==> config.mk <==
export PLATFORM = sky130hd
export DESIGN_NAME = multibyte_string_validator
export DESIGN_NICKNAME = d
export VERILOG_FILES = /design/src/rtl/mbsv_pkg.sv /design/src/rtl/mbsv_char_check.sv /design/src/rtl/multibyte_string_validator.sv
export SDC_FILE = /design/constraint.sdc
export NUM_CORES = 1
export LEC_CHECK = 0
export BUFFER_PORTS_ARGS = -buffer_cell sky130_fd_sc_hd__buf_2
export CAP_MARGIN = 20
export CORE_MARGIN = 3
export CORE_UTILIZATION = 36
export CTS_CLUSTER_DIAMETER = 200
export DETAILED_ROUTE_END_ITERATION = 16
export GPL_TIMING_DRIVEN = 0
export PLACE_DENSITY = 0.63
export SYNTH_ARGS = -nofsm -noshare
export SYNTH_HDL_FRONTEND = slang
export SYNTH_SLANG_ARGS = --single-unit
export TNS_END_PERCENT = 50
==> constraint.sdc <==
create_clock -name clock -period 2.7 [get_ports clock]
set_input_delay 0.54 -clock clock [delete_from_list [all_inputs] [get_ports clock]]
set_output_delay 0.54 -clock clock [all_outputs]
set_load 0.01 [all_outputs]
==> src/rtl/mbsv_pkg.sv <==
// ---------------------------------------------------------------------------
// mbsv_pkg
// Shared types and constants for the multibyte string validator: encoding
// codes, byte range limits and the per-string checking state.
// ---------------------------------------------------------------------------
package mbsv_pkg;

   typedef enum logic [2:0] {
      ENC_SINGLE  = 3'd0,
      ENC_UTF8    = 3'd1,
      ENC_EUCJP   = 3'd2,
      ENC_EUCKR   = 3'd3,
      ENC_EUCTW   = 3'd4,
      ENC_JOHAB   = 3'd5,
      ENC_BIG5    = 3'd6,
      ENC_GB18030 = 3'd7
   } encoding_type;

   localparam encoding_type RESET_ENCODING = ENC_UTF8;

   localparam logic [7:0] BYTE_ZERO      = 8'h00;
   localparam logic [7:0] BYTE_ASCII_TOP = 8'h7F;
   localparam logic [7:0] EUC_LO         = 8'hA1;
   localparam logic [7:0] EUC_HI         = 8'hFE;
   localparam logic [7:0] EUC_KANA_HI    = 8'hDF;
   localparam logic [7:0] EUC_PLANE_HI   = 8'hA7;
   localparam logic [7:0] EUC_SS2        = 8'h8E;
   localparam logic [7:0] EUC_SS3        = 8'h8F;
   localparam logic [7:0] UTF8_LEAD2_LO  = 8'hC2;
   localparam logic [7:0] UTF8_LEAD2_HI  = 8'hDF;
   localparam logic [7:0] UTF8_LEAD3_LO  = 8'hE0;
   localparam logic [7:0] UTF8_LEAD3_HI  = 8'hEF;
   localparam logic [7:0] UTF8_LEAD_E0   = 8'hE0;
   localparam logic [7:0] UTF8_LEAD_ED   = 8'hED;
   localparam logic [7:0] UTF8_CONT_LO   = 8'h80;
   localparam logic [7:0] UTF8_CONT_HI   = 8'hBF;
   localparam logic [7:0] UTF8_E0_LO     = 8'hA0;
   localparam logic [7:0] UTF8_ED_HI     = 8'h9F;
   localparam logic [7:0] GB_DIGIT_LO    = 8'h30;
   localparam logic [7:0] GB_DIGIT_HI    = 8'h39;

   localparam int OFFSET_WIDTH = 16;

   typedef struct packed {
      logic [1:0]              bytes_left;
      logic [1:0]              char_position;
      logic [7:0]              lead_byte;
      logic [OFFSET_WIDTH-1:0] char_start;
      logic                    error_seen;
      logic [OFFSET_WIDTH-1:0] error_offset;
   } check_state_type;

   localparam check_state_type CHECK_STATE_CLEAR = '0;

   typedef struct packed {
      logic                    string_valid;
      logic [OFFSET_WIDTH-1:0] fail_offset;
   } verdict_type;

endpackage

==> src/rtl/mbsv_char_check.sv <==
// ---------------------------------------------------------------------------
// mbsv_char_check
// Combinational byte checker: decodes lead bytes, checks trailing bytes and
// computes the next checking state and the verdict for the current byte.
// ---------------------------------------------------------------------------
module mbsv_char_check
   import mbsv_pkg::*;
(
   input  encoding_type            mode,
   input  check_state_type         state_cur,
   input  logic [OFFSET_WIDTH-1:0] byte_pos,
   input  logic [7:0]              data_byte,
   input  logic                    last_byte,
   output check_state_type         state_next,
   output verdict_type             verdict
);

   logic       lead_ok;
   logic [1:0] lead_need;
   logic       trail_ok;
   logic       is_digit;

   function automatic logic in_range(input logic [7:0] b, input logic [7:0] lo,
                                     input logic [7:0] hi);
      return (b >= lo) && (b <= hi);
   endfunction

   always_comb begin
      lead_ok   = 1'b1;
      lead_need = 2'd0;
      if (data_byte == BYTE_ZERO) begin
         lead_ok = 1'b0;
      end else if (data_byte <= BYTE_ASCII_TOP) begin
         lead_need = 2'd0;
      end else begin
         case (mode)
            ENC_SINGLE: begin
               lead_need = 2'd0;
            end
            ENC_UTF8: begin
               if (in_range(data_byte, UTF8_LEAD2_LO, UTF8_LEAD2_HI)) begin
                  lead_need = 2'd1;
               end else if (in_range(data_byte, UTF8_LEAD3_LO, UTF8_LEAD3_HI)) begin
                  lead_need = 2'd2;
               end else begin
                  lead_ok = 1'b0;
               end
            end
            ENC_EUCJP: begin
               if (data_byte == EUC_SS2) begin
                  lead_need = 2'd1;
               end else if (data_byte == EUC_SS3) begin
                  lead_need = 2'd2;
               end else begin
                  lead_need = 2'd1;
                  lead_ok   = in_range(data_byte, EUC_LO, EUC_HI);
               end
            end
            ENC_EUCKR: begin
               lead_need = 2'd1;
               lead_ok   = in_range(data_byte, EUC_LO, EUC_HI);
            end
            ENC_EUCTW: begin
               if (data_byte == EUC_SS2) begin
                  lead_need = 2'd3;
               end else if (data_byte == EUC_SS3) begin
                  lead_ok = 1'b0;
               end else begin
                  lead_need = 2'd1;
               end
            end
            ENC_JOHAB: begin
               lead_need = (data_byte == EUC_SS3) ? 2'd2 : 2'd1;
            end
            default: begin
               lead_need = 2'd1;
            end
         endcase
      end
   end

   always_comb begin
      case (mode)
         ENC_UTF8: begin
            if (state_cur.char_position == 2'd1 && state_cur.lead_byte == UTF8_LEAD_E0) begin
               trail_ok = in_range(data_byte, UTF8_E0_LO, UTF8_CONT_HI);
            end else if (state_cur.char_position == 2'd1 &&
                         state_cur.lead_byte == UTF8_LEAD_ED) begin
               trail_ok = in_range(data_byte, UTF8_CONT_LO, UTF8_ED_HI);
            end else begin
               trail_ok = in_range(data_byte, UTF8_CONT_LO, UTF8_CONT_HI);
            end
         end
         ENC_EUCJP: begin
            if (state_cur.lead_byte == EUC_SS2) begin
               trail_ok = in_range(data_byte, EUC_LO, EUC_KANA_HI);
            end else begin
               trail_ok = in_range(data_byte, EUC_LO, EUC_HI);
            end
         end
         ENC_EUCKR, ENC_JOHAB: begin
            trail_ok = in_range(data_byte, EUC_LO, EUC_HI);
         end
         ENC_EUCTW: begin
            if (state_cur.lead_byte == EUC_SS2 && state_cur.char_position == 2'd1) begin
               trail_ok = in_range(data_byte, EUC_LO, EUC_PLANE_HI);
            end else begin
               trail_ok = in_range(data_byte, EUC_LO, EUC_HI);
            end
         end
         default: begin
            trail_ok = (data_byte != BYTE_ZERO);
         end
      endcase
   end

   assign is_digit = in_range(data_byte, GB_DIGIT_LO, GB_DIGIT_HI);

   always_comb begin
      state_next = state_cur;
      if (!state_cur.error_seen) begin
         if (state_cur.bytes_left == 2'd0) begin
            state_next.char_start    = byte_pos;
            state_next.lead_byte     = data_byte;
            state_next.char_position = 2'd1;
            if (!lead_ok) begin
               state_next.error_seen   = 1'b1;
               state_next.error_offset = byte_pos;
               state_next.bytes_left   = 2'd0;
            end else begin
               state_next.bytes_left = lead_need;
            end
         end else if (!trail_ok) begin
            state_next.error_seen   = 1'b1;
            state_next.error_offset = state_cur.char_start;
            state_next.bytes_left   = 2'd0;
         end else begin
            if (mode == ENC_GB18030 && state_cur.char_position == 2'd1) begin
               state_next.bytes_left = is_digit ? 2'd2 : 2'd0;
            end else begin
               state_next.bytes_left = state_cur.bytes_left - 2'd1;
            end
            state_next.char_position = state_cur.char_position + 2'd1;
         end
      end
      if (last_byte && !state_next.error_seen && state_next.bytes_left != 2'd0) begin
         state_next.error_seen   = 1'b1;
         state_next.error_offset = state_next.char_start;
         state_next.bytes_left   = 2'd0;
      end
      verdict.string_valid = !state_next.error_seen;
      verdict.fail_offset  = state_next.error_seen ? state_next.error_offset : '0;
   end

endmodule

==> src/rtl/multibyte_string_validator.sv <==
// ---------------------------------------------------------------------------
// multibyte_string_validator
// Checks a byte stream against the selected multibyte encoding and reports
// the verdict for each string.
//
// The req channel carries one byte per transaction, with req_last_byte set on
// the final byte of a string. The rsp channel carries one transaction per
// string: rsp_string_valid and rsp_fail_offset, the offset of the first bad
// character. csr_write_enable writes csr_write_data into the encoding mode.
// The user must change the mode only while no string is in flight;
// the block does not enforce this. A byte is held in an input register and
// then checked into the result register, which takes a string's verdict as
// its last byte leaves the input register. One byte is accepted every cycle
// unless the receiver stalls; the state loops through the character checker.
// Reset empties both registers, clears the string state and selects UTF-8.
// If the receiver stalls, the verdict is held and the input register fills;
// req_ready then drops until the result is taken.
// Offsets saturate at the smaller of MAX_STRING_BYTES - 1 and 65535.
// ---------------------------------------------------------------------------
module multibyte_string_validator
   import mbsv_pkg::*;
#(
   parameter int unsigned MAX_STRING_BYTES = 65536
) (
   input  logic        clock,
   input  logic        reset,
   input  logic        req_valid,
   output logic        req_ready,
   input  logic [7:0]  req_data_byte,
   input  logic        req_last_byte,
   output logic        rsp_valid,
   input  logic        rsp_ready,
   output logic        rsp_string_valid,
   output logic [15:0] rsp_fail_offset,
   input  logic        csr_write_enable,
   input  logic [2:0]  csr_write_data
);

   localparam int unsigned CAP_FULL   = MAX_STRING_BYTES - 1;
   localparam int unsigned CAP_LIMIT  = (1 << OFFSET_WIDTH) - 1;
   localparam int unsigned CAP_VALUE  = (CAP_FULL > CAP_LIMIT) ? CAP_LIMIT : CAP_FULL;
   localparam logic [OFFSET_WIDTH-1:0] OFFSET_CAP = CAP_VALUE[OFFSET_WIDTH-1:0];

   encoding_type            mode_ff;
   logic                    in_valid_ff, in_valid_in;
   logic [7:0]              in_byte_ff;
   logic                    in_last_ff;
   check_state_type         state_ff, state_in;
   logic [OFFSET_WIDTH-1:0] count_ff, count_in;
   logic                    out_valid_ff, out_valid_in;
   verdict_type             out_ff;
   check_state_type         state_next;
   verdict_type             verdict;
   logic                    advance;
   logic                    consume;

   mbsv_char_check u_check (
      .mode       (mode_ff),
      .state_cur  (state_ff),
      .byte_pos   (count_ff),
      .data_byte  (in_byte_ff),
      .last_byte  (in_last_ff),
      .state_next (state_next),
      .verdict    (verdict)
   );

   assign advance   = !out_valid_ff || rsp_ready;
   assign consume   = in_valid_ff && advance;
   assign req_ready = !in_valid_ff || advance;

   always_comb begin
      in_valid_in  = in_valid_ff;
      out_valid_in = out_valid_ff;
      state_in     = state_ff;
      count_in     = count_ff;
      if (req_valid && req_ready) begin
         in_valid_in = 1'b1;
      end else if (consume) begin
         in_valid_in = 1'b0;
      end
      if (rsp_ready) begin
         out_valid_in = 1'b0;
      end
      if (consume) begin
         if (in_last_ff) begin
            state_in     = CHECK_STATE_CLEAR;
            count_in     = '0;
            out_valid_in = 1'b1;
         end else begin
            state_in = state_next;
            if (count_ff < OFFSET_CAP) begin
               count_in = count_ff + 1'b1;
            end
         end
      end
   end

   always_ff @(posedge clock) begin
      if (reset) begin
         mode_ff      <= RESET_ENCODING;
         in_valid_ff  <= 1'b0;
         out_valid_ff <= 1'b0;
         state_ff     <= CHECK_STATE_CLEAR;
         count_ff     <= '0;
      end else begin
         if (csr_write_enable) begin
            mode_ff <= encoding_type'(csr_write_data);
         end
         in_valid_ff  <= in_valid_in;
         out_valid_ff <= out_valid_in;
         state_ff     <= state_in;
         count_ff     <= count_in;
      end
   end

   always_ff @(posedge clock) begin
      if (req_valid && req_ready) begin
         in_byte_ff <= req_data_byte;
         in_last_ff <= req_last_byte;
      end
      if (consume && in_last_ff) begin
         out_ff <= verdict;
      end
   end

   assign rsp_valid        = out_valid_ff;
   assign rsp_string_valid = out_ff.string_valid;
   assign rsp_fail_offset  = out_ff.fail_offset;

endmodule

==> flow_metrics.py, run 1 <==
metrics = {
    "sta": {
        "clock_skew_ps": 10.5,
        "min_period_over_period": 1.02,
        "finalSetupViolations": 21,
        "worst_slew_pin_slew_ps": 627,
        "setup_tns_ps": -792,
        "timing.fmax_mhz": 362,
        "final.min_clock_period_ps": 2770,
        "rsz0062_at_grt": "yes",
        "hold_viol": 0,
        "layout_setup_ws_ps": -65.9,
        "relSlewSlack": 0.582,
        "maxSlewViolCount": 0,
        "fin_hold_ws_ps": 368,
    },
    "cts": {
        "cts_tree": "yes",
        "htree_levels": 3,
        "clockRootBuffer": "clkbuf_16",
        "cts_buffers": 9,
        "clk_latency_ps": 350,
        "clockBufferDepth": 2,
        "cts.clk_slew.worst_paths_ps": 70,
        "holdBufCountCts": 0,
        "clock-sinks": 92,
    },
    "floorplan": {
        "row_count": 41,
        "fp.coreArea_mm2": 0.0128,
        "die-height_um": 121,
        "start_util": 0.374,
        "die_w_um": 121,
        "num_io_pins": 36,
        "dieArea_mm2": 0.0148,
    },
    "global_route": {
        "antenna_found_initial": 0,
        "grtUsageMet1": 0.252,
        "groute.usage.overall": 0.184,
        "grt_use_met2": 0.298,
        "globalRouteOverflowTotal": 0,
        "grt_pass1_vias": 4114,
        "grt_start_max_net_pins": 18,
        "busiest_layer": "met2",
        "grt_pass1_wl_um": 21500,
        "groute.layer.met3.usage": 0.0270,
    },
    "synthesis": {
        "syn-num-nets": 528,
        "synth.most_common_cell": "dfxtp_1",
        "postSynth.asyncResetShare": 0,
        "syn_area_mm2": 0.00480,
        "syn_area_per_cell_um2": 9.45,
        "synth_edf_count": 26,
        "yosys_warnings": 0,
        "synth_area_leaders": "dfxtp_1, edfxtp_1, a22oi_1, mux2i_1, nor2_1",
        "yosys.area.top_type": "dfxtp_1",
        "synth_top_area_share": 0.275,
        "synth_commonest_cells": "dfxtp_1, nor2_1, a22oi_1, clkbuf_1",
        "synth_cell_type_count": 68,
        "syn-instance-count": 508,
        "yosysSeqAreaShare": 0.438,
        "ys_ff_latch": 92,
        "yosys_most_used_dff": "dfxtp_1",
    },
    "critical_path": {
        "critical_path_required_ps": 2790,
        "path_max_fanout": 6,
        "crit_path_start_kind": "flip-flop",
        "criticalPathCategory": "flip-flop to flip-flop",
        "arrival_ps": 2860,
        "end_kind": "flip-flop",
    },
    "route": {
        "drc_errors": 0,
        "viasPerCell": 5.86,
        "antenna_left": 0,
        "drt-pass1-iter-count": 5,
        "drtIter0Drc": 518,
        "detail_route.wirelength_um": 13500,
        "post_drt_wl_per_cell_um": 18.0,
        "num_vias": 4398,
    },
    "power": {
        "finalPower_mw": 3.32,
        "p_leak_nw": 2.23,
        "pwr_density_cell_mw_per_mm2": 559,
        "ir_drop_uv": 337,
    },
    "min_path": {
        "hold_path_class": "primary input to flip-flop",
    },
    "finish": {
        "drive_gt1_frac": 0.254,
        "nets": 594,
        "synthToLayoutAreaGrowth_pct": 24.0,
        "diodes": 0,
        "finish.utilization": 0.464,
    },
    "place": {
        "numPortBuffers": 35,
        "gp_congestion": 0.858,
        "hpwlAfterDp_um": 9330,
    },
    "outcome": {
        "violations": "negative setup slack",
        "status": "finished, violations left",
    },
    "job": {
        "maxCapViolations": 0,
    },
}
[path summary, 6_finish.rpt]
| path | start | to | slack [ps] | cells past startpoint |
|---|---|---|---|---|
| max | state_ff[33] | rsp_fail_offset[13] | -70 | 8 |
| min | req_data_byte[2] | in_byte_ff[2] | 370 | 1 |
| max reg2reg | state_ff[33] | rsp_fail_offset[13] | -70 | 8 |
| min reg2reg | state_ff[15] | state_ff[15] | 470 | 1 |
[logic make-up (layout without fill, tap and decap cells)]
| family | after synthesis | count (layout) | synth area share |
|---|---|---|---|
| fa+ha+maj | 3 | 3 | 0.00782 |
| simple gates | 152 | 152 | 0.167 |
| buf+inv | 62 | 133 | 0.0521 |
| compound gates | 169 | 169 | 0.275 |
| xor+xnor | 10 | 10 | 0.0183 |
| flops | 92 | 92 | 0.438 |
| mux | 20 | 20 | 0.0417 |
[timing repair]
item	CTS	global route
resized for setup	47	14
setup buffers	16	8
setup endpoints to repair	47	50
pin swaps	16	9
gates cloned	1	0
[sequential cells by signal, indices dropped and copies added, names as in the netlist]
register and flops:
mode_ff 3, state_ff 45, rsp_fail_offset 16, in_byte_ff 8, in_valid_ff 1, count_ff 16
rsp_valid 1, rsp_string_valid 1, in_last_ff 1
[final cells by class]
type	instances	area (µm²)
flip-flops and latches	92	2110
inverters	15	56.3
multi-input cells	354	2660
clock buffers	13	282
clock inverters	3	41.3
repair buffers	60	378
plain buffers	42	208
well taps	172	215
fillers	1226	6870
[where the power goes]
| group | leakage (nW) | total, mW | internal [mW] | switching (mW) |
|---|---|---|---|---|
| Clock | 0.161 | 1.35 | 0.824 | 0.529 |
| Combinational | 1.29 | 0.489 | 0.195 | 0.294 |
| Sequential | 0.784 | 1.48 | 1.46 | 0.0257 |
[worst max-delay path: stages, from the launching register on]
cell	delay [ps]
dfxtp_2	340
or4_4	550
a2111oi_4	350
o21a_2	220
a41oi_2	170
o21ba_4	280
o2111ai_4	320
buf_6	180
o22ai_1	100
[placed cells by master (no fill, tap or decap), drive strengths merged, types with 4 or more instances in the layout]
cell type and n:
buf 77, dfxtp 66, nor2 54, clkbuf 38, a22oi 29, nand2 28
a21oi 28, edfxtp 26, o22ai 23, o221a 21, mux2i 20, inv 16
o21ai 14, nand4 11, nand3 10, o22a 10, o211ai 7, or3 7
and2 6, xor2 6, nor3 6, o2bb2ai 5, nand2b 4, or4 4
xnor2 4, a2111oi 4, a211oi 4, a21o 4
[stage by stage]
stage	instance area, µm²	setup slack, ps	std cells
after global routing	5950	-147	751
after CTS	5810	-27.2	744
after floorplan	4800	88.1	508
final	5950	-65.9	751
after detailed placement	5190	-454	715
after global placement	5190	-472	715
[layer usage]
layer  wire [µm]  up-vias
li1            -     2083
met1        6090     2135
met4         150        0
met3         888       11
met5           0        -
met2        6400      169
(Power assumes the default switching activity.)
==> run 2, diff against run 1 <==
- GPL_TIMING_DRIVEN: 0 -> 1
- MAX_ROUTING_LAYER: not set -> met4
==> flow_metrics.py, run 2 (same netlist as run 1, synthesis figures left out) <==
metrics = {
    "outcome": {
        "status": "finished, violations left",
        "violations": "negative setup slack",
    },
    "sta": {
        "rsz0062_at_grt": "yes",
        "maxSlewViolCount": 0,
        "final.min_clock_period_ps": 2770,
        "layout_setup_ws_ps": -68.3,
        "setup_tns_ps": -762,
        "clock_skew_ps": 13.7,
        "relSlewSlack": 0.543,
        "min_period_over_period": 1.03,
        "hold_viol": 0,
        "finalSetupViolations": 16,
        "worst_slew_pin_slew_ps": 681,
        "timing.fmax_mhz": 361,
    },
    "route": {
        "wl_met3_um": 730,
        "num_vias": 4271,
        "post_drt_wl_per_cell_um": 17.8,
        "drtIter0Drc": 399,
        "top_layer": "met4",
        "viasPerCell": 5.86,
        "drt-pass1-iter-count": 4,
        "detail_route.wirelength_um": 13000,
        "wl_met1_um": 6060,
        "antenna_left": 0,
        "met2_length_um": 6020,
        "drc_errors": 0,
    },
    "cts": {
        "cts.clk_slew.worst_paths_ps": 70,
        "htree_levels": 3,
        "holdBufCountCts": 0,
        "clock-sinks": 92,
        "cts_buffers": 9,
        "clockBufferDepth": 2,
        "clk_latency_ps": 350,
        "clockRootBuffer": "clkbuf_16",
        "cts_tree": "yes",
    },
    "critical_path": {
        "ff2ff_setup_slack_ps": -70,
        "arrival_ps": 2870,
        "crit_path_start_kind": "flip-flop",
        "path_max_fanout": 8,
        "criticalPathCategory": "flip-flop to flip-flop",
        "end_kind": "flip-flop",
        "critical_path_required_ps": 2800,
    },
    "floorplan": {
        "die_w_um": 121,
        "start_util": 0.374,
        "die-height_um": 121,
        "row_count": 41,
        "fp.coreArea_mm2": 0.0128,
        "num_io_pins": 36,
        "dieArea_mm2": 0.0148,
    },
    "finish": {
        "layout_common_cells": "dfxtp_1, nor2_1, buf_4, buf_2, a22oi_1",
        "n_fill_cell": 1220,
        "nets": 572,
        "top_register": "state_ff",
        "final_common_cell": "dfxtp_1",
        "diodes": 0,
        "fin_cells": 729,
        "largest_reg_flops": 45,
        "synthToLayoutAreaGrowth_pct": 21.6,
        "drive_gt1_frac": 0.250,
    },
    "power": {
        "seqPwrFrac": 0.476,
        "p_sw_frac": 0.265,
        "switchingPower_mw": 0.823,
        "ir_drop_uv": 387,
        "intPower_mw": 2.29,
        "pwr_density_cell_mw_per_mm2": 533,
        "pwr-share-comb": 0.156,
        "p_leak_nw": 2.20,
        "clockPowerShare": 0.368,
    },
    "global_route": {
        "groute.usage.overall": 0.177,
        "grt_pass1_vias": 3905,
        "grt_start_max_net_pins": 40,
        "antenna_found_initial": 0,
        "grt_pass1_wl_um": 20300,
        "globalRouteOverflowTotal": 0,
    },
    "job": {
        "maxCapViolations": 0,
    },
    "min_path": {
        "hold_path_class": "primary input to flip-flop",
    },
    "place": {
        "gp_congestion": 0.849,
        "hpwlAfterDp_um": 8880,
        "place_inst": 705,
        "numPortBuffers": 35,
    },
}
## run 2: cell type report
| type | count | area (µm²) | area share |
|---|---|---|---|
| tap | 172 | 215 | 0.0369 |
| timing repair buffer | 80 | 592 | 0.101 |
| clock buffer | 12 | 236 | 0.0405 |
| sequential | 92 | 2100 | 0.361 |
| inverter | 15 | 56.3 | 0.00965 |
| clock inverter | 4 | 27.5 | 0.00472 |
| multi-input combinational | 354 | 2600 | 0.446 |
## run 2: path summary, 6_finish.rpt
| kind | from | end | cells after the start |
|---|---|---|---|
| max reg2reg | state_ff[33] | rsp_fail_offset[14] | 8 |
| min | req_last_byte | in_last_ff | 1 |
| min reg2reg | state_ff[15] | state_ff[15] | 1 |
| max | state_ff[33] | rsp_fail_offset[14] | 8 |
## run 2: metrics by stage
| stage | power [mW] | hold slack (ps) | instance area, µm² | setup slack, ps | utilization |
|---|---|---|---|---|---|
| 2_1_floorplan | 1.78 | 433 | 4800 | 88.1 | - |
| 3_3_place_gp | 1.92 | 446 | 5320 | 1.88 | 0.415 |
| 3_5_place_dp | 1.93 | 447 | 5320 | -98.9 | 0.415 |
| 4_1_cts | 3.09 | 361 | 5670 | -44.9 | 0.442 |
| 5_1_grt | 3.23 | 368 | 5830 | -148 | 0.455 |
| 6_report | 3.11 | 371 | 5830 | -68.3 | 0.455 |
## run 2: worst max-delay path, stage by stage (launching register included)
cell and delay, ps:
dfxtp_2 330, or4_4 550, a2111oi_4 400, o21a_2 240, a41oi_2 170, o21ba_4 260
o2111ai_4 270, clkbuf_16 220, o22ai_1 80
## run 2: repair_timing
action / in CTS / in global routing
endpoints found under the setup margin: 26 / 26
buffers inserted: 3 / 3
pin swaps: 4 / 6
cloned: 1 / 1
resized for setup: 7 / 19
## run 2: power groups by stage
stage / Combinational, mW / Clock [mW] / Sequential [mW]
2_1_floorplan: 0.277 / 0 / 1.51
3_3_place_gp: 0.416 / 0 / 1.51
3_5_place_dp: 0.423 / 0 / 1.51
4_1_cts: 0.440 / 1.17 / 1.48
5_1_grt: 0.518 / 1.22 / 1.48
6_report: 0.484 / 1.14 / 1.48
## run 2: metal layers
metal / track usage / up-vias
met2: 0.263 / 136
met3: 0.0266 / 13
met5: - / -
met4: 0.0581 / 0
met1: 0.248 / 2082
li1: - / 2040
